===== src/rtl/yv12_pkg.sv =====
// ---------------------------------------------------------------------------
// yv12_pkg
// Shared sizes, codes, types and the frame dimension clamp used by the
// YUYV to YV12 chroma subsampling block.
// ---------------------------------------------------------------------------
`timescale 1ns / 1ps
`default_nettype none

package yv12_pkg;

  // Frame limits and derived sizes
  localparam int MAX_WIDTH  = 2048;
  localparam int MAX_HEIGHT = 2048;
  localparam int DIM_W      = 12;
  localparam int LINE_DEPTH = MAX_WIDTH / 2;
  localparam int LINE_AW    = $clog2(LINE_DEPTH);
  localparam int ROW_W      = $clog2(MAX_HEIGHT);
  localparam int LUMA_W     = $clog2(MAX_WIDTH * MAX_HEIGHT);
  localparam int CHROMA_W   = LUMA_W - 2;
  localparam int AREA_W     = LUMA_W + 1;
  localparam int ADDR_W     = 23;
  localparam int BYTE_W     = 8;
  localparam int PLANE_W    = 2;
  localparam int IDX_W      = 2;
  localparam int LINE_DW    = 2 * BYTE_W;

  // Smallest legal dimension, and the shift that gives a quarter plane
  localparam logic [DIM_W-1:0] MIN_DIM     = DIM_W'(2);
  localparam int               QUARTER_SHIFT = 2;

  localparam logic [DIM_W-1:0] MAX_WIDTH_DIM  = DIM_W'(MAX_WIDTH);
  localparam logic [DIM_W-1:0] MAX_HEIGHT_DIM = DIM_W'(MAX_HEIGHT);

  // Register indexes
  localparam logic [IDX_W-1:0] REG_FRAME_WIDTH  = 2'd0;
  localparam logic [IDX_W-1:0] REG_FRAME_HEIGHT = 2'd1;

  // Plane codes
  localparam logic [PLANE_W-1:0] PLANE_Y = 2'd0;
  localparam logic [PLANE_W-1:0] PLANE_V = 2'd1;
  localparam logic [PLANE_W-1:0] PLANE_U = 2'd2;

  // Frame geometry as seen by the datapath
  typedef struct packed {
    logic [DIM_W-1:0]  width;
    logic [DIM_W-1:0]  height;
    logic [AREA_W-1:0] area;
    logic              restart;
  } cfg_t;

  // Frame position of one macropixel
  typedef struct packed {
    logic [LUMA_W-1:0]   luma;
    logic [CHROMA_W-1:0] chroma;
    logic [LINE_AW-1:0]  col;
    logic                odd;
  } pos_t;

  // One accepted macropixel with its position
  typedef struct packed {
    logic [BYTE_W-1:0] y0;
    logic [BYTE_W-1:0] u;
    logic [BYTE_W-1:0] y1;
    logic [BYTE_W-1:0] v;
    pos_t              pos;
  } item_t;

  // Clamp a written dimension to [2, maxv] and round down to even
  function automatic logic [DIM_W-1:0] fit_dim(input logic [DIM_W-1:0] val,
                                               input logic [DIM_W-1:0] maxv);
    logic [DIM_W-1:0] r;
    r = val;
    if (r < MIN_DIM) begin
      r = MIN_DIM;
    end
    if (r > maxv) begin
      r = maxv;
    end
    r[0] = 1'b0;
    return r;
  endfunction

endpackage

`default_nettype wire


===== src/rtl/yv12_cfg.sv =====
// ---------------------------------------------------------------------------
// yv12_cfg
// Frame width and height registers with clamping, and the registered
// luma plane area used to place the chroma planes.
// ---------------------------------------------------------------------------
`timescale 1ns / 1ps
`default_nettype none

module yv12_cfg (
  input  wire logic                          clk,
  input  wire logic                          rst_n,
  input  wire logic                          cfg_write_enable,
  input  wire logic [yv12_pkg::IDX_W-1:0]    cfg_index,
  input  wire logic [yv12_pkg::DIM_W-1:0]    cfg_write_data,
  output      yv12_pkg::cfg_t                cfg
);

  logic [yv12_pkg::DIM_W-1:0]    width_r,  width_nxt;
  logic [yv12_pkg::DIM_W-1:0]    height_r, height_nxt;
  logic [yv12_pkg::AREA_W-1:0]   area_r;
  logic [2*yv12_pkg::DIM_W-1:0]  area_full;
  logic                          wr_width;
  logic                          wr_height;

  assign wr_width  = cfg_write_enable && (cfg_index == yv12_pkg::REG_FRAME_WIDTH);
  assign wr_height = cfg_write_enable && (cfg_index == yv12_pkg::REG_FRAME_HEIGHT);

  // Clamp written values
  always_comb begin
    width_nxt  = width_r;
    height_nxt = height_r;
    if (wr_width) begin
      width_nxt = yv12_pkg::fit_dim(cfg_write_data, yv12_pkg::MAX_WIDTH_DIM);
    end
    if (wr_height) begin
      height_nxt = yv12_pkg::fit_dim(cfg_write_data, yv12_pkg::MAX_HEIGHT_DIM);
    end
  end

  always_ff @(posedge clk) begin
    if (!rst_n) begin
      width_r  <= yv12_pkg::fit_dim(12'd640, yv12_pkg::MAX_WIDTH_DIM);
      height_r <= yv12_pkg::fit_dim(12'd480, yv12_pkg::MAX_HEIGHT_DIM);
    end else begin
      width_r  <= width_nxt;
      height_r <= height_nxt;
    end
  end

  // Register the plane area from the current dimensions
  assign area_full = width_r * height_r;

  always_ff @(posedge clk) begin
    area_r <= area_full[yv12_pkg::AREA_W-1:0];
  end

  assign cfg.width   = width_r;
  assign cfg.height  = height_r;
  assign cfg.area    = area_r;
  assign cfg.restart = wr_width || wr_height;

endmodule

`default_nettype wire


===== config.mk =====
export PLATFORM = sky130hd
export DESIGN_NAME = yv12_cfg
export DESIGN_NICKNAME = d
export VERILOG_FILES = /design/src/rtl/yv12_pkg.sv /design/src/rtl/yv12_cfg.sv
export SDC_FILE = /design/constraint.sdc
export NUM_CORES = 1
export LEC_CHECK = 0
export BUFFER_PORTS_ARGS = -buffer_cell sky130_fd_sc_hd__buf_4
export CORE_ASPECT_RATIO = 1.25
export CORE_MARGIN = 2
export CORE_UTILIZATION = 50
export CTS_BUF_LIST = sky130_fd_sc_hd__clkbuf_4 sky130_fd_sc_hd__clkbuf_8
export DETAILED_ROUTE_END_ITERATION = 7
export PLACE_DENSITY_LB_ADDON = 0.2
export SLEW_MARGIN = 15
export SYNTH_ARGS = -nofsm -noshare
export SYNTH_HDL_FRONTEND = slang
export SYNTH_SLANG_ARGS = --single-unit

===== constraint.sdc =====
create_clock -name clk -period 7.1 [get_ports clk]
set_input_delay 2.13 -clock clk [delete_from_list [all_inputs] [get_ports clk]]
set_output_delay 2.13 -clock clk [all_outputs]
set_load 0.03 [all_outputs]

### Word-level counts from Yosys, hierarchy flattened

Cells that the tools add are included.
Widths: inputs -> output; s select.

| word-level totals | value |
|---|---|
| register bits after elaboration | 45 |
| input port bits | 17 |
| output and inout bits | 48 |
| logic and storage cells | 17 |

| cells by class | value |
|---|---|
| multipliers | 1 |
| order comparisons | 3 |
| eq/ne operators | 1 |
| mux-type cells | 5 |
| reductions and logical operators | 4 |

Operators with widths:

| cell | number |
|---|---|
| $mux 12 | 5 |
| $gt 12x12->1 const B | 2 |
| $mul 11x11->21 | 1 |
| $lt 12x2->1 const B | 1 |
| $eq 2x1->1 const B | 1 |
| $logic_and 1x1->1 | 2 |
| $logic_not 2->1 | 1 |
| $logic_or 1x1->1 | 1 |

### Logic depth before layout (Yosys ltp)

| logic depth | value |
|---|---|
| depth after elaboration | 5 |
| depth in mapped cells | 19 |
| depth with buffers taken out | 18 |

### Worst setup path before layout

No wires, ideal clock.

| timing | value |
|---|---|
| path type | reg-to-reg |
| from | reg height_r[5] (netlist bit) |
| to | reg area_r[20] (netlist bit) |
| library setup time | 72 ps |
| data arrival time | 4887 ps |
| data required time | 7028 ps |
| path slack | 2141 ps |
| cell stages (with the launch flop) | 18 |
| path buffers | 1 |
| clock period less this slack | 4959 ps |
| cell sequence | dfxtp_1 > clkbuf_1 > nand2_1 > fa_1 > inv_1 > fa_1 > fa_1 > fa_1 > inv_1 > fa_1 > inv_1 > ha_1 > a21oi_1 > nor2_1 > a221oi_1 > o41ai_1 > a21oi_1 > xnor2_1 |

| between the ends | value |
|---|---|
| word-level cells in the longest chain between the ends | 1 |

RTL lines:

| element | RTL line | RTL |
|---|---|---|
| start, declared | yv12_cfg.sv:19 | `logic [yv12_pkg::DIM_W-1:0] height_r, height_nxt;` |
| start signal, assigned | yv12_cfg.sv:43 | `height_r <= yv12_pkg::fit_dim(12'd480, yv12_pkg::MAX_HEIGHT_DIM);` |
| start signal, assigned | yv12_cfg.sv:46 | `height_r <= height_nxt;` |
| $mul 11x11->21 | yv12_cfg.sv:51 | `assign area_full = width_r * height_r;` |
| via area_full (one bit) | yv12_cfg.sv:21 | `logic [2*yv12_pkg::DIM_W-1:0] area_full;` |
| end signal, assigned | yv12_cfg.sv:54 | `area_r <= area_full[yv12_pkg::AREA_W-1:0];` |
| end, declared | yv12_cfg.sv:20 | `logic [yv12_pkg::AREA_W-1:0] area_r;` |

The timed path passes the listed nets, and every way through them passes these cells.
A chain may end at the register's enable or synchronous reset.

### Worst setup path in the final report

| timing | value |
|---|---|
| from | reg height_r[10] (netlist bit) |
| to | reg area_r[20] (netlist bit) |

Same word-level chain as after synthesis.

==> flow_summary.toml <==
[setup_path]
startpoint_type = "register"
r2r_slack_ps = 1920
crit_path_end_kind = "register"
crit_required_ps = 7340
crit_slowest_cell = "dfxtp_1"
path_max_fanout = 13
rr_worst_depth = 15
cp.arrival_ps = 5430
r2r_end = "area_r[20]"
cp_cell_sequence = "and2_1 > fa_1 > fa_1 > fa_1 > fa_1 > inv_1 > fa_1 > inv_1 > ha_1 > a21oi_1 > nor2_1 > a221oi_1 > o41ai_1 > a21oi_1 > xnor2_1"
cp_num_buf_inv = 2
reg2reg_from = "height_r[10]"
critPathKind = "register to register"
path_delay_family = "adder cells"
cp_common_cell = "fa_1"
max_stage_delay_ps = 660

[logic_synthesis]
synth_top_area_share = 0.295
synth_area_sq_um = 5370
ys_top_cells_by_count = "inv_1 (110), fa_1 (79), and2_1 (75)"
synth-async-reset-ratio = 0
yosys.cell_count.top_type = "inv_1"
synth_edf_count = 0
syn_avg_cell_area_sq_um = 8.96
synthCells = 599
synthFlopType = "dfxtp_1"
yosys.cell_types.count = 38
synth.largest_area_cell = "fa_1"
ys_seq_elements = 43
ys.warnings.count = 0
synth.area.top_cells = "fa_1 (29%), dfxtp_1 (16%), ha_1 (13%)"
yosysSeqAreaShare = 0.160

[sta]
setup_ws_ps = 1920
setup_tns_ps = 0
setup_violations = 0
fmaxAchievable_mhz = 193
period_share = 0.730
finalCriticalPeriod_ps = 5180
maxSlewHeadroom = 0.499
drv_slew = 0
worst_hold_slack_ps = 683
tightestPinTransition_ps = 751
hold_viol_final = 0
clock_skew_ps = 11.0
rsz0062_at_grt = "no"

[placed_design]
dpl.cell_count = 760
gp_congestion = 0.841
place_area_sq_um = 5850
port_buffers = 60
place_ws_ps = 1980
detailed_place_hpwl_um = 9270

[cts]
cts_root_buf = "clkbuf_8"
cts-hold-fix-buffers = 0
numCtsBuffers = 5
cts_tree = "built"
htreeDepth = 2
clk-insertion-delay-late_ps = 320
clk_pin_slew_ps = 100
cts_resized = 0
postCtsSetupBuffers = 0
cts_buffer_depth = 2
clkSinkCount = 43

[finish]
postLayoutCellArea_sq_um = 5950
drive_gt1_frac = 0.126
finalNetCount = 788
diodes = 0
instances_no_fill = 768
fill_cells = 992
areaGrowthSynthToFinish_pct = 10.7

[drt]
routedWlPerCell_um = 15.2
dr.pass1.iters = 4
wl_um = 11700
antenna_left = 0
first_iter_violations = 117
via_per_inst = 5.20
drc_errors = 0
vias = 3991

[worst_hold_path]
min_to = "area_r[2]"
hold_path_depth = 1
holdCritStartpoint = "width_r[1]"
worstHoldPathType = "register to register"

[run_status]
status = "completed"

[global_routing]
gr-usage-met1 = 0.264
grt_pass1_vias = 4211
grt_util_all_layers = 0.212
grt_overflow = 0
grt_max_degree = 23
grtUsageMet2 = 0.386
top_usage_layer = "met2"
grt_pass1_wl_um = 19900
met3_usage = 0.0250
antenna_found_initial = 0

[power]
powerDensity_nw_per_um2 = 132
p_leak_nw = 3.02
seq_power_share = 0.366
p_int_w = 0.000465
combPwrFrac = 0.408
vdd_drop_max_mv = 0.0996
swShare = 0.408
switchingPower_w = 0.000321
clkPwrFrac = 0.226

[die]
num_rows = 42
die_h_um = 120
start_util = 0.511
io_pins = 65
fp.dieW_um = 96.7
core-area_sq_um = 10500
die_area_sq_um = 11600

[job]
maxCapViolCount = 0
## power by group through the flow
stage | logic (W) | clock network (W) | registers (W)
final | 0.000321 | 0.000178 | 0.000288
after global routing | 0.000358 | 0.000192 | 0.000292
after CTS | 0.000326 | 0.000184 | 0.000288
after detailed placement | 0.000323 | 0 | 0.000293
after global placement | 0.000322 | 0 | 0.000293
after floorplan | 0.000186 | 0 | 0.000335
## sequential cells by signal, indices dropped and copies added, names as in the netlist
signal,count
height_r,11
area_r,21
width_r,11
## worst max-delay path by stage
| stage | from | to | depth (start not counted) |
|---|---|---|---|
| 2_1_floorplan | height_r[5] | area_r[20] | 17 |
| 3_3_place_gp | height_r[10] | area_r[20] | 15 |
| 3_5_place_dp | height_r[10] | area_r[20] | 15 |
| 4_1_cts | height_r[10] | area_r[20] | 15 |
| 5_1_grt | height_r[9] | area_r[20] | 15 |
| 6_report | height_r[10] | area_r[20] | 15 |
## cell type report
type,instances,area (sq um),share of cell area
clock inverter,3,23.8,0.00400
inverter,110,413,0.0694
timing repair buffer,60,450,0.0758
sequential,43,861,0.145
clock buffer,5,68.8,0.0116
multi-input combinational,415,3960,0.667
tap,132,165,0.0278
## cells by family (layout without fill, tap and decap cells)
kind of cell             Yosys count  count (layout)  synth area share
XOR/XNOR                          19              19            0.0310
multiplexers                       3               3           0.00559
AND/OR/NAND/NOR                  192             192             0.187
adder cells (fa/ha/maj)          136             136             0.427
AO/OA/AOI/OAI                     61              61            0.0846
flip-flops                        43              43             0.160
buffers and inverters            144             178             0.103
other                              1               4          0.000698
## cell usage in the layout (no fill, tap or decap), drive strengths merged
master / count
o22ai: 1
nor2: 9
nand2b: 5
o31a: 1
xor2: 5
a31oi: 1
o31ai: 3
ha: 57
nor3b: 7
o211ai: 3
nand3: 3
o21a: 2
o311ai: 3
nand4: 3
nand2: 73
o21bai: 1
and2: 75
a2111oi: 1
clkbuf: 5
fa: 79
buf: 60
conb: 4
dfxtp: 43
xnor2: 14
o21ai: 13
o41ai: 2
a21oi: 25
a21boi: 3
inv: 111
mux2i: 3
and2b: 1
nor4: 2
nor2b: 14
a221oi: 2
clkinvlp: 2
## through the flow
step,power [W],utilization
after floorplan,0.000522,-
after global placement,0.000614,0.557
after detailed placement,0.000617,0.557
after CTS,0.000797,0.566
after global routing,0.000842,0.566
final,0.000786,0.566
## layer usage
layer | wire (um) | part of all wire | vias up
li1 | - | - | 1900
met1 | 4810 | 0.41 | 1997
met2 | 6250 | 0.54 | 83
met3 | 430 | 0.037 | 11
met4 | 167 | 0.014 | 0
met5 | 0 | 0 | -
Power figures use the tool's default switching activity.
