`src/rtl/yv12_pkg.sv`:
```
// ---------------------------------------------------------------------------
// yv12_pkg
// Shared sizes, codes, types and the frame dimension clamp used by the
// YUYV to YV12 chroma subsampling block.
// ---------------------------------------------------------------------------
`timescale 1ns / 1ps
`default_nettype none

package yv12_pkg;

  // Frame limits and derived sizes
  localparam int MAX_WIDTH  = 2048;
  localparam int MAX_HEIGHT = 2048;
  localparam int DIM_W      = 12;
  localparam int LINE_DEPTH = MAX_WIDTH / 2;
  localparam int LINE_AW    = $clog2(LINE_DEPTH);
  localparam int ROW_W      = $clog2(MAX_HEIGHT);
  localparam int LUMA_W     = $clog2(MAX_WIDTH * MAX_HEIGHT);
  localparam int CHROMA_W   = LUMA_W - 2;
  localparam int AREA_W     = LUMA_W + 1;
  localparam int ADDR_W     = 23;
  localparam int BYTE_W     = 8;
  localparam int PLANE_W    = 2;
  localparam int IDX_W      = 2;
  localparam int LINE_DW    = 2 * BYTE_W;

  // Smallest legal dimension, and the shift that gives a quarter plane
  localparam logic [DIM_W-1:0] MIN_DIM     = DIM_W'(2);
  localparam int               QUARTER_SHIFT = 2;

  localparam logic [DIM_W-1:0] MAX_WIDTH_DIM  = DIM_W'(MAX_WIDTH);
  localparam logic [DIM_W-1:0] MAX_HEIGHT_DIM = DIM_W'(MAX_HEIGHT);

  // Register indexes
  localparam logic [IDX_W-1:0] REG_FRAME_WIDTH  = 2'd0;
  localparam logic [IDX_W-1:0] REG_FRAME_HEIGHT = 2'd1;

  // Plane codes
  localparam logic [PLANE_W-1:0] PLANE_Y = 2'd0;
  localparam logic [PLANE_W-1:0] PLANE_V = 2'd1;
  localparam logic [PLANE_W-1:0] PLANE_U = 2'd2;

  // Frame geometry as seen by the datapath
  typedef struct packed {
    logic [DIM_W-1:0]  width;
    logic [DIM_W-1:0]  height;
    logic [AREA_W-1:0] area;
    logic              restart;
  } cfg_t;

  // Frame position of one macropixel
  typedef struct packed {
    logic [LUMA_W-1:0]   luma;
    logic [CHROMA_W-1:0] chroma;
    logic [LINE_AW-1:0]  col;
    logic                odd;
  } pos_t;

  // One accepted macropixel with its position
  typedef struct packed {
    logic [BYTE_W-1:0] y0;
    logic [BYTE_W-1:0] u;
    logic [BYTE_W-1:0] y1;
    logic [BYTE_W-1:0] v;
    pos_t              pos;
  } item_t;

  // Clamp a written dimension to [2, maxv] and round down to even
  function automatic logic [DIM_W-1:0] fit_dim(input logic [DIM_W-1:0] val,
                                               input logic [DIM_W-1:0] maxv);
    logic [DIM_W-1:0] r;
    r = val;
    if (r < MIN_DIM) begin
      r = MIN_DIM;
    end
    if (r > maxv) begin
      r = maxv;
    end
    r[0] = 1'b0;
    return r;
  endfunction

endpackage

`default_nettype wire

```
`src/rtl/yv12_out.sv`:
```
// ---------------------------------------------------------------------------
// yv12_out
// Result stage: averages the chroma of odd rows, builds the plane
// addresses and issues the two or four byte writes of one item.
// ---------------------------------------------------------------------------
`timescale 1ns / 1ps
`default_nettype none

module yv12_out (
  input  wire logic                           clk,
  input  wire logic                           rst_n,
  input  wire logic                           item_valid,
  input  wire yv12_pkg::item_t                item,
  input  wire logic [yv12_pkg::LINE_DW-1:0]   line_data,
  input  wire logic [yv12_pkg::AREA_W-1:0]    area,
  output      logic                           item_take,
  output      logic                           out_valid,
  input  wire logic                           out_ready,
  output      logic [yv12_pkg::ADDR_W-1:0]    out_write_address,
  output      logic [yv12_pkg::BYTE_W-1:0]    out_write_byte,
  output      logic [yv12_pkg::PLANE_W-1:0]   out_plane,
  output      logic                           out_last_of_item
);

  localparam logic [1:0] BEAT_Y0 = 2'd0;
  localparam logic [1:0] BEAT_Y1 = 2'd1;
  localparam logic [1:0] BEAT_V  = 2'd2;
  localparam logic [1:0] BEAT_U  = 2'd3;

  logic                          full_r,  full_nxt;
  logic [1:0]                    beat_r,  beat_nxt;
  logic                          odd_r;
  logic [yv12_pkg::LUMA_W-1:0]   luma_r;
  logic [yv12_pkg::BYTE_W-1:0]   y0_r, y1_r, av_r, au_r;
  logic [yv12_pkg::ADDR_W-1:0]   vaddr_r, uaddr_r;
  logic                          fire;
  logic                          last_beat;
  logic [yv12_pkg::BYTE_W:0]     sum_v, sum_u;
  logic [yv12_pkg::ADDR_W-1:0]   area_ext, chroma_ext;

  assign fire      = full_r && out_ready;
  assign last_beat = odd_r ? (beat_r == BEAT_U) : (beat_r == BEAT_Y1);
  assign item_take = item_valid && (!full_r || (fire && last_beat));

  // Sequence control
  always_comb begin
    full_nxt = full_r;
    beat_nxt = beat_r;
    if (item_take) begin
      full_nxt = 1'b1;
      beat_nxt = BEAT_Y0;
    end else if (fire) begin
      if (last_beat) begin
        full_nxt = 1'b0;
      end else begin
        beat_nxt = beat_r + 1'b1;
      end
    end
  end

  always_ff @(posedge clk) begin
    if (!rst_n) begin
      full_r <= 1'b0;
      beat_r <= BEAT_Y0;
    end else begin
      full_r <= full_nxt;
      beat_r <= beat_nxt;
    end
  end

  // Average stored and new chroma, place it in the V and U planes
  assign sum_v      = {1'b0, line_data[yv12_pkg::BYTE_W-1:0]} + {1'b0, item.v};
  assign sum_u      = {1'b0, line_data[yv12_pkg::LINE_DW-1:yv12_pkg::BYTE_W]}
                    + {1'b0, item.u};
  assign area_ext   = yv12_pkg::ADDR_W'(area);
  assign chroma_ext = yv12_pkg::ADDR_W'(item.pos.chroma);

  always_ff @(posedge clk) begin
    if (item_take) begin
      odd_r   <= item.pos.odd;
      luma_r  <= item.pos.luma;
      y0_r    <= item.y0;
      y1_r    <= item.y1;
      av_r    <= sum_v[yv12_pkg::BYTE_W:1];
      au_r    <= sum_u[yv12_pkg::BYTE_W:1];
      vaddr_r <= area_ext + chroma_ext;
      uaddr_r <= area_ext + (area_ext >> yv12_pkg::QUARTER_SHIFT) + chroma_ext;
    end
  end

  // Select the current write
  always_comb begin
    case (beat_r)
      BEAT_Y0: begin
        out_write_address = yv12_pkg::ADDR_W'(luma_r);
        out_write_byte    = y0_r;
        out_plane         = yv12_pkg::PLANE_Y;
      end
      BEAT_Y1: begin
        out_write_address = yv12_pkg::ADDR_W'({luma_r[yv12_pkg::LUMA_W-1:1], 1'b1});
        out_write_byte    = y1_r;
        out_plane         = yv12_pkg::PLANE_Y;
      end
      BEAT_V: begin
        out_write_address = vaddr_r;
        out_write_byte    = av_r;
        out_plane         = yv12_pkg::PLANE_V;
      end
      default: begin
        out_write_address = uaddr_r;
        out_write_byte    = au_r;
        out_plane         = yv12_pkg::PLANE_U;
      end
    endcase
  end

  assign out_valid        = full_r;
  assign out_last_of_item = last_beat;

`ifndef SYNTHESIS
  // Writes of one item follow without a gap
  a_no_gap: assert property (@(posedge clk) disable iff (!rst_n)
    (fire && !last_beat) |=> out_valid)
    else $error("item writes interrupted");
`endif

endmodule

`default_nettype wire

```
`config.mk`:
```
export PLATFORM = sky130hd
export DESIGN_NAME = yv12_out
export DESIGN_NICKNAME = d
export VERILOG_FILES = /design/src/rtl/yv12_pkg.sv /design/src/rtl/yv12_out.sv
export SDC_FILE = /design/constraint.sdc
export NUM_CORES = 1
export LEC_CHECK = 0
export BUFFER_PORTS_ARGS = -buffer_cell sky130_fd_sc_hd__buf_2
export CORE_ASPECT_RATIO = 0.7
export CORE_MARGIN = 3
export CORE_UTILIZATION = 34
export CTS_CLUSTER_SIZE = 12
export DETAILED_ROUTE_END_ITERATION = 8
export PLACE_DENSITY = 0.54
export SLEW_MARGIN = 20
export SYNTH_ARGS = -nofsm -noshare
export SYNTH_HDL_FRONTEND = slang
export SYNTH_SLANG_ARGS = --single-unit
```
`constraint.sdc`:
```
create_clock -name clk -period 10.7 [get_ports clk]
set_clock_uncertainty 0.05 [all_clocks]
set_input_delay 1.07 -clock clk [delete_from_list [all_inputs] [get_ports clk]]
set_output_delay 1.07 -clock clk [all_outputs]
set_load 0.005 [all_outputs]
```
Yosys cells after proc, flatten, opt, wreduce, memory -nomap -nowiden
Index checks and enable logic that the tools add are counted.
{ "word_totals": {"register_bits": 104, "word_cells": 40, "output_inout_bits": 36, "in_bits": 128} }
{ "op_classes": {"n_eq_ne": 3, "bitwise": 2, "n_mux": 7, "reduce_logical": 12, "n_addsub": 6} }
{ "op_table": {"columns": ["op", "n"], "rows": [
  ["case mux 23 bit (3 select lines)", 1],
  ["adder 23 x 20 -> 23 bit", 2],
  ["case mux 8 bit (3 select lines)", 1],
  ["adder 23 x 21 -> 23 bit", 1],
  ["adder 8 x 8 -> 9 bit", 2],
  ["== test 2 bit (second input constant)", 2],
  ["two-way mux 1 bit", 4],
  ["case mux 2 bit (2 select lines)", 1],
  ["AND reduction 2 bit", 2],
  ["nonzero test 2 bit", 2],
  ["OR reduction 2 bit", 2],
  ["logical AND 1 bit", 3],
  ["adder 2 x 1 -> 2 bit (second input constant)", 1],
  ["== test 2 x 1 -> 1 bit (second input constant)", 1],
  ["zero test 2 bit", 1],
  ["inverter 1 bit", 2],
  ["zero test 1 bit", 1],
  ["logical OR 1 bit", 1]
]} }

Logic depth before layout (Yosys ltp)
{ "depth": {"ltp_word": 7, "mapped_depth": 12, "depth_no_buf": 12} }

Worst setup path before layout
No wires, ideal clock.
{ "synth_timing": {"path_type": "flip-flop to output port", "startpoint": "register beat_r[0]", "endpoint": "output item_take", "arrival_time_ns": 8.577, "path_stages_with_launch": 6, "required_ns": 9.580, "slack_ns": 1.003, "path_buffers": 1, "path_cell_list": "dfxtp_1 ha_1 clkbuf_1 mux2_2 nand2_1 a21boi_0"} }
{ "synth_via": {"elab_chain_cells": 5, "elab_cells_between_ends": 6, "classes_between": "2 x eq/ne; 1 x mux; 3 x reduce/logical"} }
{ "synth_lines": {"columns": ["element", "line_no", "text"], "rows": [
  ["from (decl)", "yv12_out.sv:31", "logic [1:0] beat_r, beat_nxt;"],
  ["from (signal assigned)", "yv12_out.sv:67", "beat_r <= beat_nxt;"],
  ["== test 2 x 1 -> 1 bit or == test 2 bit (tied branches)", "yv12_out.sv:42", "assign last_beat = odd_r ? (beat_r == BEAT_U) : (beat_r == BEAT_Y1);"],
  ["two-way mux 1 bit *", "yv12_out.sv:42", null],
  ["net out_last_of_item", "yv12_out.sv:22", "output logic out_last_of_item"],
  ["logical AND 1 bit *", "yv12_out.sv:43", "assign item_take = item_valid && (!full_r || (fire && last_beat));"],
  ["logical OR 1 bit *", "yv12_out.sv:43", null],
  ["logical AND 1 bit *", "yv12_out.sv:43", null],
  ["to (decl)", "yv12_out.sv:16", "output logic item_take,"]
]} }
The timed path passes the listed nets; every way through them passes the cells marked *.

Final worst setup path
{ "layout_timing": {"startpoint": "input area[1] in the netlist's numbering", "endpoint": "register uaddr_r[17] in the netlist's numbering, data pin"} }
{ "layout_via": {"elab_chain_cells": 2} }
{ "layout_lines": {"columns": ["element", "line_no", "text"], "rows": [
  ["from (decl)", "yv12_out.sv:15", "input wire logic [yv12_pkg::AREA_W-1:0] area,"],
  ["adder 23 x 21 -> 23 bit", "yv12_out.sv:87", "uaddr_r <= area_ext + (area_ext >> yv12_pkg::QUARTER_SHIFT) + chroma_ext;"],
  ["adder 23 x 20 -> 23 bit", "yv12_out.sv:87", null],
  ["to (signal assigned)", "yv12_out.sv:87", null],
  ["to (decl)", "yv12_out.sv:35", "logic [yv12_pkg::ADDR_W-1:0] vaddr_r, uaddr_r;"]
]} }
No other way between the ends.
A chain may end at the register's enable or synchronous reset.

==> reports/results.txt <==
chain of cells forming the critical path = buf_2 > fa_1 > ha_1 > inv_1 > fa_1 > and2b_1 > o2111ai_1 > a21boi_0 > a41oi_1 > o21ai_0 > xor2_1
required time worst endpoint = 10.74 ns
Overall Power = 1.17 mW
area of all placed cells without fillers = 0.00847 mm^2
async set-reset flop share out of synthesis = 0%
via density per instance = 5.28
share of the yosys chip area belonging to registers = 43.3%
floorplan die height = 127 um
worst setup path class = in2reg
total grt overflow = 0
I/O pin cnt = 164
run status = finished, final reports clean
count of TritonRoute iterations in the first routing pass = 5
Distinct cells, synth = 68
cell at the root of the clock tree = sky130_fd_sc_hd__clkbuf_16
Die X-Extent = 179 um
Hold/Removal Path Class = reg2reg
data arrival at the endpoint of the critical path = 3.87 ns
startpoint type of the worst setup path = input port
synthesis warning total = 0
Max Transition Viols Final = 0
peak supply drop = 0.0611 mV
count of input and output buffers = 153
CTS tree = done
antenna violations before repair = 0
total placed instance area = 0.00821 mm^2
number of instances in the synthesized netlist = 636
pin count of the biggest net entering global routing = 62
Synth Flop Type = sky130_fd_sc_hd__edfxtp_1
max-cap viol count = 0
largest stage delay on the critical path = 0.54 ns
peak fanout along the critical path = 4
Clock Path Buffers = 2
number of sinks on the clock net = 104
Critical Path Slowest Stage Cell = sky130_fd_sc_hd__fa_1
total routing usage reported by global routing = 16.1%
fraction of layout cells with a size suffix above 1 = 24.0%
clock latency on the worst-skew pair = 0.34 ns
wire length of the first global-routing pass = 28600 um
cell area after synthesis = 0.00714 mm^2
Diodes inserted = 0
core area = 0.0202 mm^2
residual antenna-violating net count after detailed routing = 0
final hold violations = 0
worst setup slack after layout = 6.87 ns
unrepaired setup endpoints after global routing = no
wire per inst = 17.6 um
final worst path period need = 3.83 ns
cell with the most instances on the worst path = sky130_fd_sc_hd__fa_1
total of cells resized after clock tree synthesis = 0
Initial Utilization = 35.3%
post-DP HPWL = 14700 um
via count of the first global-routing pass = 5496
Worst Setup End Kind = flop
power per cell area = 138 mW/mm^2
wire length reported by the detailed router = 18700 um
final number of setup-violating endpoints = 0
worst max-slew margin expressed relative to the limit = 45.8%
via count = 5593
post-CTS setup-driven buffer insertion count = 0
maximum clock frequency = 261 MHz
clock input transition at the sequential cells of the worst setup and hold paths = 0.07 ns
number of rows created at floorplan = 43
DRC violation total after the first TritonRoute iteration = 329
depth of the CTS H-tree = 3
number of nets produced by synthesis = 849
Die Outline Area = 0.0228 mm^2
Synth Register Bits = 104
Remaining DRCs = 0
slew at the pin closest to its max-slew limit = 0.814 ns
Worst Setup Slack post-DPL = 6.50 ns
share of the clock period used by the worst path after layout = 35.8%
final estimated routing congestion in global placement = 0.832
number of synthesized flops with an enable pin = 101
CTS buffer count = 9
area added between synthesis and finish = 18.6%
leakage = 3.55 nW
number of hold buffers added after cts = 0
final layout net count = 998
Synth Area per Inst = 11.2 um^2
total negative slack for setup checks = 0 ns
==> cells by family (layout without fill, tap and decap cells) <==
family	count (synthesis)	count (layout)	share of synthesized area (%)
compound gates	174	174	18.3
simple gates	161	161	10.6
flops	104	104	43.3
fa+ha+maj	85	85	17.4
buf+inv	53	206	2.86
xor+xnor	47	47	5.77
mux	12	12	1.72
==> layer usage <==
metal  track usage [%]  routed length (um)
met4              4.18                 210
met3              3.24                1330
met5                 0                   0
met2              23.8                7750
met1              24.2                9400
==> worst max-delay path: cells and delay by family <==
kind,cells,cell delay (ns)
xor gates and xnor gates,1,0.10
buffers and inverters,2,0.19
and+or+nand+nor,1,0.26
adders and majority gates,3,1.15
AOI/OAI and AO/OA,4,1.10
==> flip-flops by register name, summed over array words and instances, names as in the netlist <==
signal     flops
au_r           8
av_r           8
beat_r         2
luma_r        22
odd_r          1
out_valid      1
uaddr_r       23
vaddr_r       23
y0_r           8
y1_r           8
==> worst paths after layout <==
kind	start	to	slack, ns	cells after the start
max	area[1]	uaddr_r[17]	6.87	11
max reg2reg	beat_r[1]	luma_r[14]	7.48	7
min	out_valid	out_valid	0.55	2
min reg2reg	out_valid	out_valid	0.55	2
==> stage by stage <==
step / hold WS, ns / utilization [%] / cells
floorplan: 0.480 / - / 636
global placement: 0.508 / 40.6 / 1044
detailed placement: 0.536 / 40.6 / 1044
CTS: 0.547 / 41.9 / 1059
global route: 0.574 / 41.9 / 1059
finish: 0.545 / 41.9 / 1059
==> power breakdown <==
| group | internal [mW] | switching [mW] |
|---|---|---|
| combinational | 0.150 | 0.200 |
| sequential | 0.512 | 0.0142 |
| clock | 0.154 | 0.141 |
| total | 0.817 | 0.356 |
==> synth_stat cells (all sizes together) (5+ instances only) <==
cell type / instances / share of area [%]
buf: 6 / 0.35
nor2b: 7 / 0.61
nand3: 10 / 0.70
a211oi: 5 / 0.60
clkbuf: 14 / 0.77
a221o: 22 / 3.1
edfxtp: 101 / 42
nor2: 42 / 2.2
ha: 61 / 11
nand4: 7 / 0.61
fa: 24 / 6.7
o21ai: 25 / 1.9
o21bai: 7 / 0.79
xnor2: 30 / 3.7
o211ai: 5 / 0.60
inv: 33 / 1.7
a21oi: 47 / 3.3
nor3: 6 / 0.42
a21o: 13 / 1.4
xor2: 17 / 2.1
nand2: 63 / 3.3
and3: 10 / 1.0
a222oi: 9 / 1.3
a21boi: 6 / 0.63
o21a: 5 / 0.53
mux2i: 10 / 1.4
==> cells in the final DEF (no fill, tap or decap), drive strengths merged, types with 4 or more instances in the layout <==
cell type    n
nand4        7
xnor2       30
nor2b        7
a21boi       6
o21bai       7
nand2       63
ha          61
a211oi       5
a221o       22
nor3         6
o2111ai      4
clkinv       4
buf        158
o21a         5
mux2i       10
nand2b       4
fa          24
a21o        13
o211ai       5
clkbuf      10
xor2        17
o21ai       25
nor2        42
nand3       10
inv         33
a222oi       9
a21oi       47
edfxtp     101
and3        10
==> cell type report <==
type	instances	area (um^2)
Fill cell	1976	11800
Inverter	33	124
Sequential cell	104	3090
Multi-Input combinational cell	479	3860
Clock buffer	10	229
Tap cell	270	338
Timing Repair Buffer	158	803
Clock inverter	5	25.0
Note: power is estimated with default switching activity, not from simulation.
