--- src/rtl/yv12_pkg.sv ---
// ---------------------------------------------------------------------------
// yv12_pkg
// Shared sizes, codes, types and the frame dimension clamp used by the
// YUYV to YV12 chroma subsampling block.
// ---------------------------------------------------------------------------
`timescale 1ns / 1ps
`default_nettype none

package yv12_pkg;

  // Frame limits and derived sizes
  localparam int MAX_WIDTH  = 2048;
  localparam int MAX_HEIGHT = 2048;
  localparam int DIM_W      = 12;
  localparam int LINE_DEPTH = MAX_WIDTH / 2;
  localparam int LINE_AW    = $clog2(LINE_DEPTH);
  localparam int ROW_W      = $clog2(MAX_HEIGHT);
  localparam int LUMA_W     = $clog2(MAX_WIDTH * MAX_HEIGHT);
  localparam int CHROMA_W   = LUMA_W - 2;
  localparam int AREA_W     = LUMA_W + 1;
  localparam int ADDR_W     = 23;
  localparam int BYTE_W     = 8;
  localparam int PLANE_W    = 2;
  localparam int IDX_W      = 2;
  localparam int LINE_DW    = 2 * BYTE_W;

  // Smallest legal dimension, and the shift that gives a quarter plane
  localparam logic [DIM_W-1:0] MIN_DIM     = DIM_W'(2);
  localparam int               QUARTER_SHIFT = 2;

  localparam logic [DIM_W-1:0] MAX_WIDTH_DIM  = DIM_W'(MAX_WIDTH);
  localparam logic [DIM_W-1:0] MAX_HEIGHT_DIM = DIM_W'(MAX_HEIGHT);

  // Register indexes
  localparam logic [IDX_W-1:0] REG_FRAME_WIDTH  = 2'd0;
  localparam logic [IDX_W-1:0] REG_FRAME_HEIGHT = 2'd1;

  // Plane codes
  localparam logic [PLANE_W-1:0] PLANE_Y = 2'd0;
  localparam logic [PLANE_W-1:0] PLANE_V = 2'd1;
  localparam logic [PLANE_W-1:0] PLANE_U = 2'd2;

  // Frame geometry as seen by the datapath
  typedef struct packed {
    logic [DIM_W-1:0]  width;
    logic [DIM_W-1:0]  height;
    logic [AREA_W-1:0] area;
    logic              restart;
  } cfg_t;

  // Frame position of one macropixel
  typedef struct packed {
    logic [LUMA_W-1:0]   luma;
    logic [CHROMA_W-1:0] chroma;
    logic [LINE_AW-1:0]  col;
    logic                odd;
  } pos_t;

  // One accepted macropixel with its position
  typedef struct packed {
    logic [BYTE_W-1:0] y0;
    logic [BYTE_W-1:0] u;
    logic [BYTE_W-1:0] y1;
    logic [BYTE_W-1:0] v;
    pos_t              pos;
  } item_t;

  // Clamp a written dimension to [2, maxv] and round down to even
  function automatic logic [DIM_W-1:0] fit_dim(input logic [DIM_W-1:0] val,
                                               input logic [DIM_W-1:0] maxv);
    logic [DIM_W-1:0] r;
    r = val;
    if (r < MIN_DIM) begin
      r = MIN_DIM;
    end
    if (r > maxv) begin
      r = maxv;
    end
    r[0] = 1'b0;
    return r;
  endfunction

endpackage

`default_nettype wire

--- src/rtl/yv12_ctr.sv ---
// ---------------------------------------------------------------------------
// yv12_ctr
// Frame position counters: macropixel column, row, luma address and
// chroma index, advanced once per accepted item and wrapped at frame end.
// ---------------------------------------------------------------------------
`timescale 1ns / 1ps
`default_nettype none

module yv12_ctr (
  input  wire logic            clk,
  input  wire logic            rst_n,
  input  wire yv12_pkg::cfg_t  cfg,
  input  wire logic            advance,
  output      yv12_pkg::pos_t  pos
);

  logic [yv12_pkg::LINE_AW-1:0]  col_r,    col_nxt;
  logic [yv12_pkg::ROW_W-1:0]    row_r,    row_nxt;
  logic [yv12_pkg::LUMA_W-1:0]   luma_r,   luma_nxt;
  logic [yv12_pkg::CHROMA_W-1:0] chroma_r, chroma_nxt;
  logic [yv12_pkg::LINE_AW:0]    pairs;
  logic                          col_last;
  logic                          row_last;

  assign pairs    = cfg.width[yv12_pkg::DIM_W-1:1];
  assign col_last = ({1'b0, col_r} + 1'b1) == pairs;
  assign row_last = ({1'b0, row_r} + 1'b1) == cfg.height;

  // Advance position; restart on any dimension write or at frame end
  always_comb begin
    col_nxt    = col_r;
    row_nxt    = row_r;
    luma_nxt   = luma_r;
    chroma_nxt = chroma_r;
    if (cfg.restart || (advance && col_last && row_last)) begin
      col_nxt    = '0;
      row_nxt    = '0;
      luma_nxt   = '0;
      chroma_nxt = '0;
    end else if (advance) begin
      luma_nxt   = luma_r + yv12_pkg::LUMA_W'(2);
      chroma_nxt = chroma_r + yv12_pkg::CHROMA_W'(row_r[0]);
      if (col_last) begin
        col_nxt = '0;
        row_nxt = row_r + 1'b1;
      end else begin
        col_nxt = col_r + 1'b1;
      end
    end
  end

  always_ff @(posedge clk) begin
    if (!rst_n) begin
      col_r    <= '0;
      row_r    <= '0;
      luma_r   <= '0;
      chroma_r <= '0;
    end else begin
      col_r    <= col_nxt;
      row_r    <= row_nxt;
      luma_r   <= luma_nxt;
      chroma_r <= chroma_nxt;
    end
  end

  assign pos.luma   = luma_r;
  assign pos.chroma = chroma_r;
  assign pos.col    = col_r;
  assign pos.odd    = row_r[0];

`ifndef SYNTHESIS
  // Column never reaches the row length
  a_col_in_row: assert property (@(posedge clk) disable iff (!rst_n)
    ({1'b0, col_r} < pairs))
    else $error("column index beyond row length");

  // Row never reaches the frame height
  a_row_in_frame: assert property (@(posedge clk) disable iff (!rst_n)
    ({1'b0, row_r} < cfg.height))
    else $error("row index beyond frame height");
`endif

endmodule

`default_nettype wire

--- config.mk ---
export PLATFORM = sky130hd
export DESIGN_NAME = yv12_ctr
export DESIGN_NICKNAME = d
export VERILOG_FILES = /design/src/rtl/yv12_pkg.sv /design/src/rtl/yv12_ctr.sv
export SDC_FILE = /design/constraint.sdc
export NUM_CORES = 1
export LEC_CHECK = 0
export BUFFER_PORTS_ARGS = -buffer_cell sky130_fd_sc_hd__buf_2
export CAP_MARGIN = 0
export CORE_MARGIN = 1
export CORE_UTILIZATION = 25
export CTS_CLUSTER_DIAMETER = 150
export DETAILED_ROUTE_END_ITERATION = 8
export GPL_TIMING_DRIVEN = 0
export HOLD_SLACK_MARGIN = 0.05
export SYNTH_ARGS = -nofsm -noshare
export SYNTH_HDL_FRONTEND = slang
export SYNTH_SLANG_ARGS = --single-unit
--- constraint.sdc ---
create_clock -name clk -period 5 [get_ports clk]
set_input_delay 0.25 -clock clk [delete_from_list [all_inputs] [get_ports clk]]
set_output_delay 0.25 -clock clk [all_outputs]
set_load 0.1 [all_outputs]
# After elaboration in Yosys (flattened, before gate mapping)
# Index checks and enable logic that the tools add are counted.
[word_totals]
regBits = 63
inputBits = 51
[classes]
add_sub_neg = 6
n_eq_ne = 2
muxes = 1
bitwise_logic = 1
n_reduce_logical = 5
[ops]
columns = ["operator", "n"]
rows = [
  ["$add A22 B2 Y22 const B", 1],
  ["$add A20 B1 Y20", 1],
  ["$add A11 B1 Y12 const B", 1],
  ["$eq A12 B12 Y1", 1],
  ["$add A10 B1 Y11 const B", 1],
  ["$add A11 B1 Y11 const B", 1],
  ["$eq A11 B11 Y1", 1],
  ["$add A10 B1 Y10 const B", 1],
  ["$mux W10", 1],
  ["$logic_and A1 B1 Y1", 2],
  ["$reduce_and A2 Y1", 1],
  ["$reduce_or A2 Y1", 1],
  ["$logic_or A1 B1 Y1", 1],
  ["$not A1 Y1", 1],
]

# Longest topological paths before layout
# Gate-level depths: netlist of the first run.
[logic_depth]
ltp_word = 6
depth_mapped = 10

# Worst setup path after synthesis of the first run
# No wires, ideal clock.
[synth_timing]
kind = "register to register"
startpoint = "register col_r[0] in the netlist's numbering"
endpoint = "register luma_r[1] in the netlist's numbering"
setup_time_ns = 0.121
arrival_time_ns = 3.064
setup_slack_ns = 1.815
stages_incl_launch_ff = 10
synth_period_minus_slack_ns = 3.185
path_cell_list = "dfxtp_1 ha_1 buf_2 nand3_1 a211o_1 or3_1 nand4_1 nand3_1 o211a_1 mux2_2"
[synth_between]
elab_chain_len = 6
[synth_rtl]
columns = ["element", "line_no", "source"]
rows = [
  ["from (decl)", "yv12_ctr.sv:17", "logic [yv12_pkg::LINE_AW-1:0] col_r, col_nxt;"],
  ["from (signal assigned)", "yv12_ctr.sv:59", "col_r <= col_nxt;"],
  ["$add A10 B1 Y11", "yv12_ctr.sv:26", "assign col_last = ({1'b0, col_r} + 1'b1) == pairs;"],
  ["$eq A11 B11 Y1", "yv12_ctr.sv:26", ""],
  ["$logic_and A1 B1 Y1 (2 in a row)", "yv12_ctr.sv:35", "if (cfg.restart || (advance && col_last && row_last)) begin"],
  ["$logic_or A1 B1 Y1", "yv12_ctr.sv:35", ""],
  ["$reduce_or A2 Y1 (no source line)", "n/a", ""],
  ["to (signal assigned)", "yv12_ctr.sv:61", "luma_r <= luma_nxt;"],
  ["to (decl)", "yv12_ctr.sv:19", "logic [yv12_pkg::LUMA_W-1:0] luma_r, luma_nxt;"],
]
# No other way between the ends.
# A chain may end at the register's enable or synchronous reset.

# Final worst setup path of the first run
# Ends and elaborated chain as after synthesis.

==> key figures, run 1 <==
Die
  – Chip height: 122 um
  – IO Pins: 104
  – Die width: 122 um
  – Starting Density: 25.8%
  – Rows: 43
  – Core area: 14000 um2
  – Die area: 14900 um2

Clock tree
  – Worst-skew pair later-pin latency: 320 ps
  – Total setup buffers inserted after CTS: 0
  – Post_cts resized: 0
  – Inserted Clock Buffers: 9
  – CTS H-tree depth: 3
  – Clock Sinks: 62
  – Root Driver: clkbuf_16
  – CTS tree: done
  – Hold_buf cts: 0
  – CTS clk-pin slew, worst paths: 60 ps
  – CTS max path bufs: 2

Setup path
  – Slowest-stage cell, CP: nor3_1
  – Max incr delay on CP: 600 ps
  – Cell mode on critical path: nand3_1
  – Worst flop-to-flop path startpoint: col_r[0]
  – Worst EP required: 5210 ps
  – Critical Setup Path Class: reg -> reg
  – CP arrival: 3320 ps
  – Critical Path End Type: register
  – Crit-path max FO: 10
  – Crit-path cells: ha_1, buf_2, nand3_1, xnor2_1, nand3_1, nor3_1, nand3_1, o211a_1, mux2_2
  – Path depth of the worst reg2reg path: 9
  – R2R Path End: luma_r[1]
  – Crit path max-delay family: simple AND/OR/NAND/NOR gates
  – Worst R2R Setup Slack: 1880 ps
  – WP buf/inv: 1
  – Startpoint types: register

Hold path
  – Hold Startpoint: advance
  – Tightest Hold Check Type: in -> reg
  – Hold path endpoint: col_r[1]
  – Hold depth: 4

Yosys
  – Yosys warns: 0
  – Leading area contributor after synthesis: dfxtp_1
  – Most common cell in the netlist: dfxtp_1
  – Commonest cells in the netlist: 62 x dfxtp_1, 44 x nor3_1, 35 x nand2_1, 33 x xnor2_1, 29 x nand3_1
  – Cell Area, Synth: 3610 um2
  – Cell variety after synth: 50
  – Avg Inst Size Synth: 8.23 um2
  – Number of flops mapped to enable cells by yosys: 0
  – Yosys top cell area share: 34.4%
  – Sequential area share after synthesis: 34.4%
  – Syn nets: 494
  – Number of synthesized register bits: 62
  – Post-synth top flop: dfxtp_1
  – Synth top area cells: dfxtp_1 34%, xnor2_1 8.0%, xor2_1 6.8%, nor3_1 6.1%, nand3_1 4.0%
  – Mapped Cells: 438
  – Synth async-reset ratio: 0%

STA
  – Fmax: 0.321 GHz
  – Final Hold Vio Count: 0
  – Count of final setup violators: 0
  – Setup_tns: 0 ps
  – Slew @ Worst Pin: 718 ps
  – Setup Skew: 7.53 ps
  – Rel. slew slack: 51.8%
  – Setup ws final: 1880 ps
  – Post-layout min period: 3120 ps
  – Slew Limit Fails: 0
  – RSZ-0062 raised after global routing: false
  – Period utilization: 62.4%

Global routing
  – GR peak layer: met2
  – Initial antenna violation count: 0
  – Global Route met1 Usage: 17.8%
  – GR Util met3: 3.65%
  – Met2 usage: 23.4%
  – Number of global-route vias before repair: 3452
  – Largest net degree at the start of global routing: 12
  – GRT Total Usage: 14.1%
  – First-pass GRT wire length: 16800 um
  – GR Overflow Total: 0

Drt
  – Via/cell ratio: 5.03
  – Via count: 3575
  – 1st-pass router iterations: 4
  – Drt total wl: 10400 um
  – Residual DRC count: 0
  – Routed Antenna Nets: 0
  – Routed wire length per instance: 14.6 um
  – Initial DRC Count: 244

Cells and area
  – Synthesis-to-finish area growth: 26.6%
  – Antenna diode count: 0
  – Nets: 582
  – Multi-input logic area: 2170 um2
  – Register area: 1240 um2
  – Fillcell total: 1495
  – Ratio of cells with drive above 1 in the final layout: 21.7%

Power
  – Leakage: 0.00181 uW
  – Worst VDD drop: 0.000158 V
  – Pwr/cell area: 283 nW/um2

Placement
  – Port bufs: 77
  – RePlAce Congestion: 0.790
  – Dpl ws: 1930 ps
  – Post-DP HPWL: 7560 um

Outcome
  – Status: finished clean

Job
  – Max Cap Viol: 0
worst max-delay path by stage:
| stage | start | end | slack, ps | cells after the start |
|---|---|---|---|---|
| final | col_r[0] | luma_r[1] | 1880 | 9 |
| after global routing | col_r[0] | row_r[8] | 1610 | 10 |
| after CTS | col_r[0] | luma_r[1] | 1910 | 9 |
| after detailed placement | col_r[0] | chroma_r[13] | 1930 | 10 |
| after global placement | col_r[0] | chroma_r[9] | 1960 | 10 |
| after floorplan | col_r[0] | luma_r[1] | 1820 | 9 |
power by group:
group	internal, uW	switching (uW)
combinational	24.2	47.7
sequential	495	1.53
clock	499	224
total	1020	273
cell usage in the layout (no fill, tap or decap), types with 4 or more instances in the layout:
cell type  instances
nor3_1            44
xnor2_1           33
clkbuf_1          16
buf_2             86
dfxtp_1           62
or3_1              6
nand3b_1           4
clkbuf_16          9
o21ai_0           11
nand2b_1           5
ha_1               5
a31oi_1            4
inv_1              5
nor2_1            28
nand4_1           15
o41ai_1            8
a21oi_1            7
xor2_1            28
nand2_1           35
nor4_1             6
and3_1            18
nand3_1           29
buf_6              4
a32oi_1           11
worst reg2reg max path: cells and delay by family, from the launching register on:
family                     cells  cell delay (ps)
adders and majority gates      1              190
AOI/OAI and AO/OA              1              400
DFF                            1              470
and+or+nand+nor                4             1300
muxes                          1              270
buffers and inverters          1              190
xor gates and xnor gates       1              190
kinds of logic after synthesis:
logic type	share of synthesized area, %
buffers and inverters	5.45
AOI/OAI and AO/OA	12.0
xor gates and xnor gates	14.8
adders and majority gates	1.73
other	0.104
and+or+nand+nor	31.2
DFF	34.4
muxes	0.312
sequential cells by signal (all words and copies together), names as in the netlist:
signal / flops
chroma_r: 20
col_r: 10
row_r: 11
luma_r: 21
stage by stage:
step / utilization (%) / hold WS, ps / std cells / cell area [um2] / power, uW
floorplan: - / 473 / 438 / 3610 / 552
global placement: 30.1 / 495 / 695 / 4220 / 577
CTS: 32.6 / 497 / 711 / 4560 / 1300
detailed placement: 30.1 / 519 / 695 / 4220 / 579
global route: 32.6 / 542 / 711 / 4560 / 1340
finish: 32.6 / 511 / 711 / 4560 / 1290
area by class of cell:
| type | instances | area share (%) |
|---|---|---|
| multi-input combinational | 338 | 47.5 |
| sequential | 62 | 27.2 |
| timing repair buffer | 77 | 8.44 |
| clock buffer | 10 | 5.24 |
| tap | 180 | 4.93 |
| buffer | 33 | 3.89 |
| clock inverter | 6 | 2.38 |
| inverter | 5 | 0.411 |
routing by layer:
layer  part of all wire (%)  vias to the layer above
li1                       -                     1762
met1                     46                     1706
met2                     47                       98
met3                    5.6                        9
met4                    1.2                        0
met5                      0                        -
Note: power is estimated with default switching activity, not from simulation.
==> run 2: changes to the inputs <==
clock period = 2.5 ns   (was 5 ns; I/O delays follow)
==> run 2 against run 1 <==
Against the previous run:
- the flow now finishes with violations (negative setup slack)
- first-iteration DRC count unchanged
- final cell count grew 2.0%
- critical path depth increased by 1
- largest cell class unchanged
- largest power group unchanged
- highest routed layer unchanged
- maximum frequency rose by 23%
- via count is 1.7% higher
- global-route usage fell by 0.064 points
- setup slack lost 1900 ps
- flip-flop and latch count unchanged
- combinational power rose by 120%
==> key figures, run 2 (same netlist as run 1, synthesis figures left out) <==
Outcome
  – Status: finished with violations
  – Failing checks: negative setup slack

Setup path
  – Crit-path max FO: 10 (unchanged)
  – Crit-path cells: buf_4, nand4_4, or3_4, nor3_1, or3_1, clkbuf_4, nand4_1, nand2b_4, clkbuf_4, o41ai_1
  – Worst flop-to-flop path startpoint: col_r[2]
  – CP arrival: 2730 ps (-590 ps)
  – Critical Path End Type: register
  – R2R Path End: row_r[8]
  – Path depth of the worst reg2reg path: 10 (+1)
  – WP buf/inv: 3 (+2)
  – Critical Path Source: col_r[2]
  – Slowest-stage cell, CP: or3_4
  – Critical Setup Path Class: reg -> reg
  – Startpoint types: register
  – CP Capture Point: row_r[8]
  – Max incr delay on CP: 420 ps (-180 ps)
  – WP depth: 10 (+1)
  – Worst R2R Setup Slack: -30 ps (-1910 ps)
  – Crit path max-delay family: simple AND/OR/NAND/NOR gates
  – Worst EP required: 2700 ps (-2510 ps)
  – Cell mode on critical path: clkbuf_4

Clock tree
  – Root Driver: clkbuf_16
  – CTS max path bufs: 2 (unchanged)
  – CTS tree: done
  – Hold_buf cts: 0 (unchanged)
  – CTS H-tree depth: 3 (unchanged)
  – Worst-skew pair later-pin latency: 330 ps (about the same)
  – Inserted Clock Buffers: 9 (unchanged)
  – CTS clk-pin slew, worst paths: 60 ps (about the same)
  – Clock Sinks: 62 (unchanged)

Cells and area
  – Final Instance Area: 5050 um2 (+11%)
  – Most frequent cells in the layout: 78 x buf_2, 42 x dfxtp_1, 35 x nand2_1
  – Synthesis-to-finish area growth: 40.0%
  – Max FFs per register: 21 (unchanged)
  – Largest Register: luma_r
  – Commonest non-fill, non-tap cell in the layout: buf_2
  – Fillcell total: 1448 (-3.1%)
  – Antenna diode count: 0 (unchanged)
  – Ratio of cells with drive above 1 in the final layout: 33.4% (+12 points)
  – Register area: 1300 um2 (+4.4%)
  – Multi-input logic area: 2420 um2 (+12%)
  – Utilization after layout: 36.1% (+3.5 points)
  – Top Registers: luma_r: 21 flops, chroma_r: 20 flops, row_r: 11 flops
  – Nets: 597 (+2.6%)

STA
  – Setup ws final: -31.7 ps (-1910 ps)
  – Count of final setup violators: 1 (+1)
  – Slew Limit Fails: 0 (unchanged)
  – Period utilization: 101% (+39 points)
  – Slew @ Worst Pin: 768 ps (+49.8 ps)
  – Setup Skew: 6.92 ps (-0.608 ps)
  – RSZ-0062 raised after global routing: true
  – Rel. slew slack: 48.8% (-3.0 points)
  – Post-layout min period: 2530 ps (-586 ps)
  – Final Hold Vio Count: 0 (unchanged)
  – Fmax: 0.395 GHz (+23%)

Power
  – Leakage: 0.00197 uW (+8.9%)
  – Pwr/cell area: 470 nW/um2 (+66%)
  – Switching pwr: 539 uW (+98%)
  – Clock power share: 52.1% (-3.9 points)
  – Combinational fraction of design power: 6.5% (+0.9 points)
  – Sw Share: 22.7% (+1.6 points)
  – Worst VDD drop: 0.000288 V (+82%)
  – Internal: 1830 uW (+80%)
  – Sequential Power Share: 41.4% (+2.9 points)

Drt
  – Routed wire length per instance: 14.7 um (+0.64%)
  – Initial DRC Count: 244 (unchanged)
  – Residual DRC count: 0 (unchanged)
  – Via/cell ratio: 5.01 (-0.31%)
  – 1st-pass router iterations: 5 (+1)
  – Routed Antenna Nets: 0 (unchanged)
  – Via count: 3634 (+1.7%)
  – Drt total wl: 10700 um (+2.6%)

Die
  – Chip height: 122 um (unchanged)
  – Die area: 14900 um2 (unchanged)
  – Rows: 43 (unchanged)
  – IO Pins: 104 (unchanged)
  – Starting Density: 25.8% (unchanged)
  – Die width: 122 um (unchanged)
  – Core area: 14000 um2 (unchanged)

Global routing
  – GRT Total Usage: 14.0% (-0.064 points)
  – Largest net degree at the start of global routing: 12 (unchanged)
  – Number of global-route vias before repair: 3274 (-5.2%)
  – First-pass GRT wire length: 16500 um (-1.5%)
  – Initial antenna violation count: 0 (unchanged)
  – GR Overflow Total: 0 (unchanged)

Placement
  – Placed cell area: 4290 um2 (+1.8%)
  – Post-DP HPWL: 7340 um (-2.9%)
  – RePlAce Congestion: 0.848 (+7.3%)
  – Port bufs: 77 (unchanged)

Job
  – Max Cap Viol: 0 (unchanged)

Hold path
  – Tightest Hold Check Type: in -> reg
[run 2: cell count changes in the layout (fill, tap and decap cells not counted), sizes merged]
| cell | before | now |
|---|---|---|
| buf | 93 | 109 |
| clkbuf | 27 | 31 |
| bufinv | 3 | 0 |
| clkinv | 3 | 0 |
[run 2: worst register-to-register path: cells and delay by family (launching register included)]
kind                   cells  cell delay [ps]
DFF                        1              340
and+or+nand+nor            6             1200
AOI/OAI and AO/OA          1              330
buffers and inverters      3              530
[run 2: cell type report]
class	instances	share of cell area, %
well taps	180	4.46
plain buffers	28	3.89
flip-flops and latches	62	25.7
clock buffers	15	5.90
multi-input cells	338	48.0
repair buffers	97	11.7
inverters	5	0.372
[run 2: metrics by stage]
step | total power (uW) | cells | TNS, ps | worst slack (ps) | hold slack [ps]
6_report | 2370 | 725 | -31.7 | -31.7 | 368
5_1_grt | 2460 | 725 | -3020 | -114 | 411
3_3_place_gp | 1150 | 695 | -18510 | -437 | 458
2_1_floorplan | 1100 | 438 | -0.280 | -0.280 | 473
4_1_cts | 2390 | 714 | 0 | 8.73 | 388
3_5_place_dp | 1150 | 695 | -19810 | -470 | 465
[run 2: worst min-delay path by stage]
stage / to / cells after the start / start / slack [ps]
final: luma_r[2] / 4 / rst_n / 370
after CTS: luma_r[2] / 4 / rst_n / 390
after floorplan: row_r[1] / 1 / row_r[1] / 470
after global placement: chroma_r[0] / 1 / chroma_r[0] / 460
after detailed placement: chroma_r[0] / 1 / chroma_r[0] / 470
after global routing: chroma_r[1] / 4 / rst_n / 410
[run 2: per-layer routing]
metal	track usage (%)	vias up	routed length (um)
met5	0	-	0
met4	3.89	0	129
met3	3.46	11	588
met2	22.1	106	5020
met1	18.8	1715	4920
li1	-	1802	-
[run 2: power by group through the flow]
stage	Sequential, uW	Clock (uW)	Combinational [uW]
floorplan	1020	0	76.6
global placement	1010	0	141
detailed placement	1010	0	144
CTS	985	1260	149
global route	982	1310	170
finish	982	1240	155
[run 2: repair_timing]
item / in CTS / in global routing
gates cloned: 0 / 1
endpoints found under the setup margin: 52 / 52
gates resized for setup: 23 / 45
pin swaps: 2 / 16
setup buffers: 6 / 13
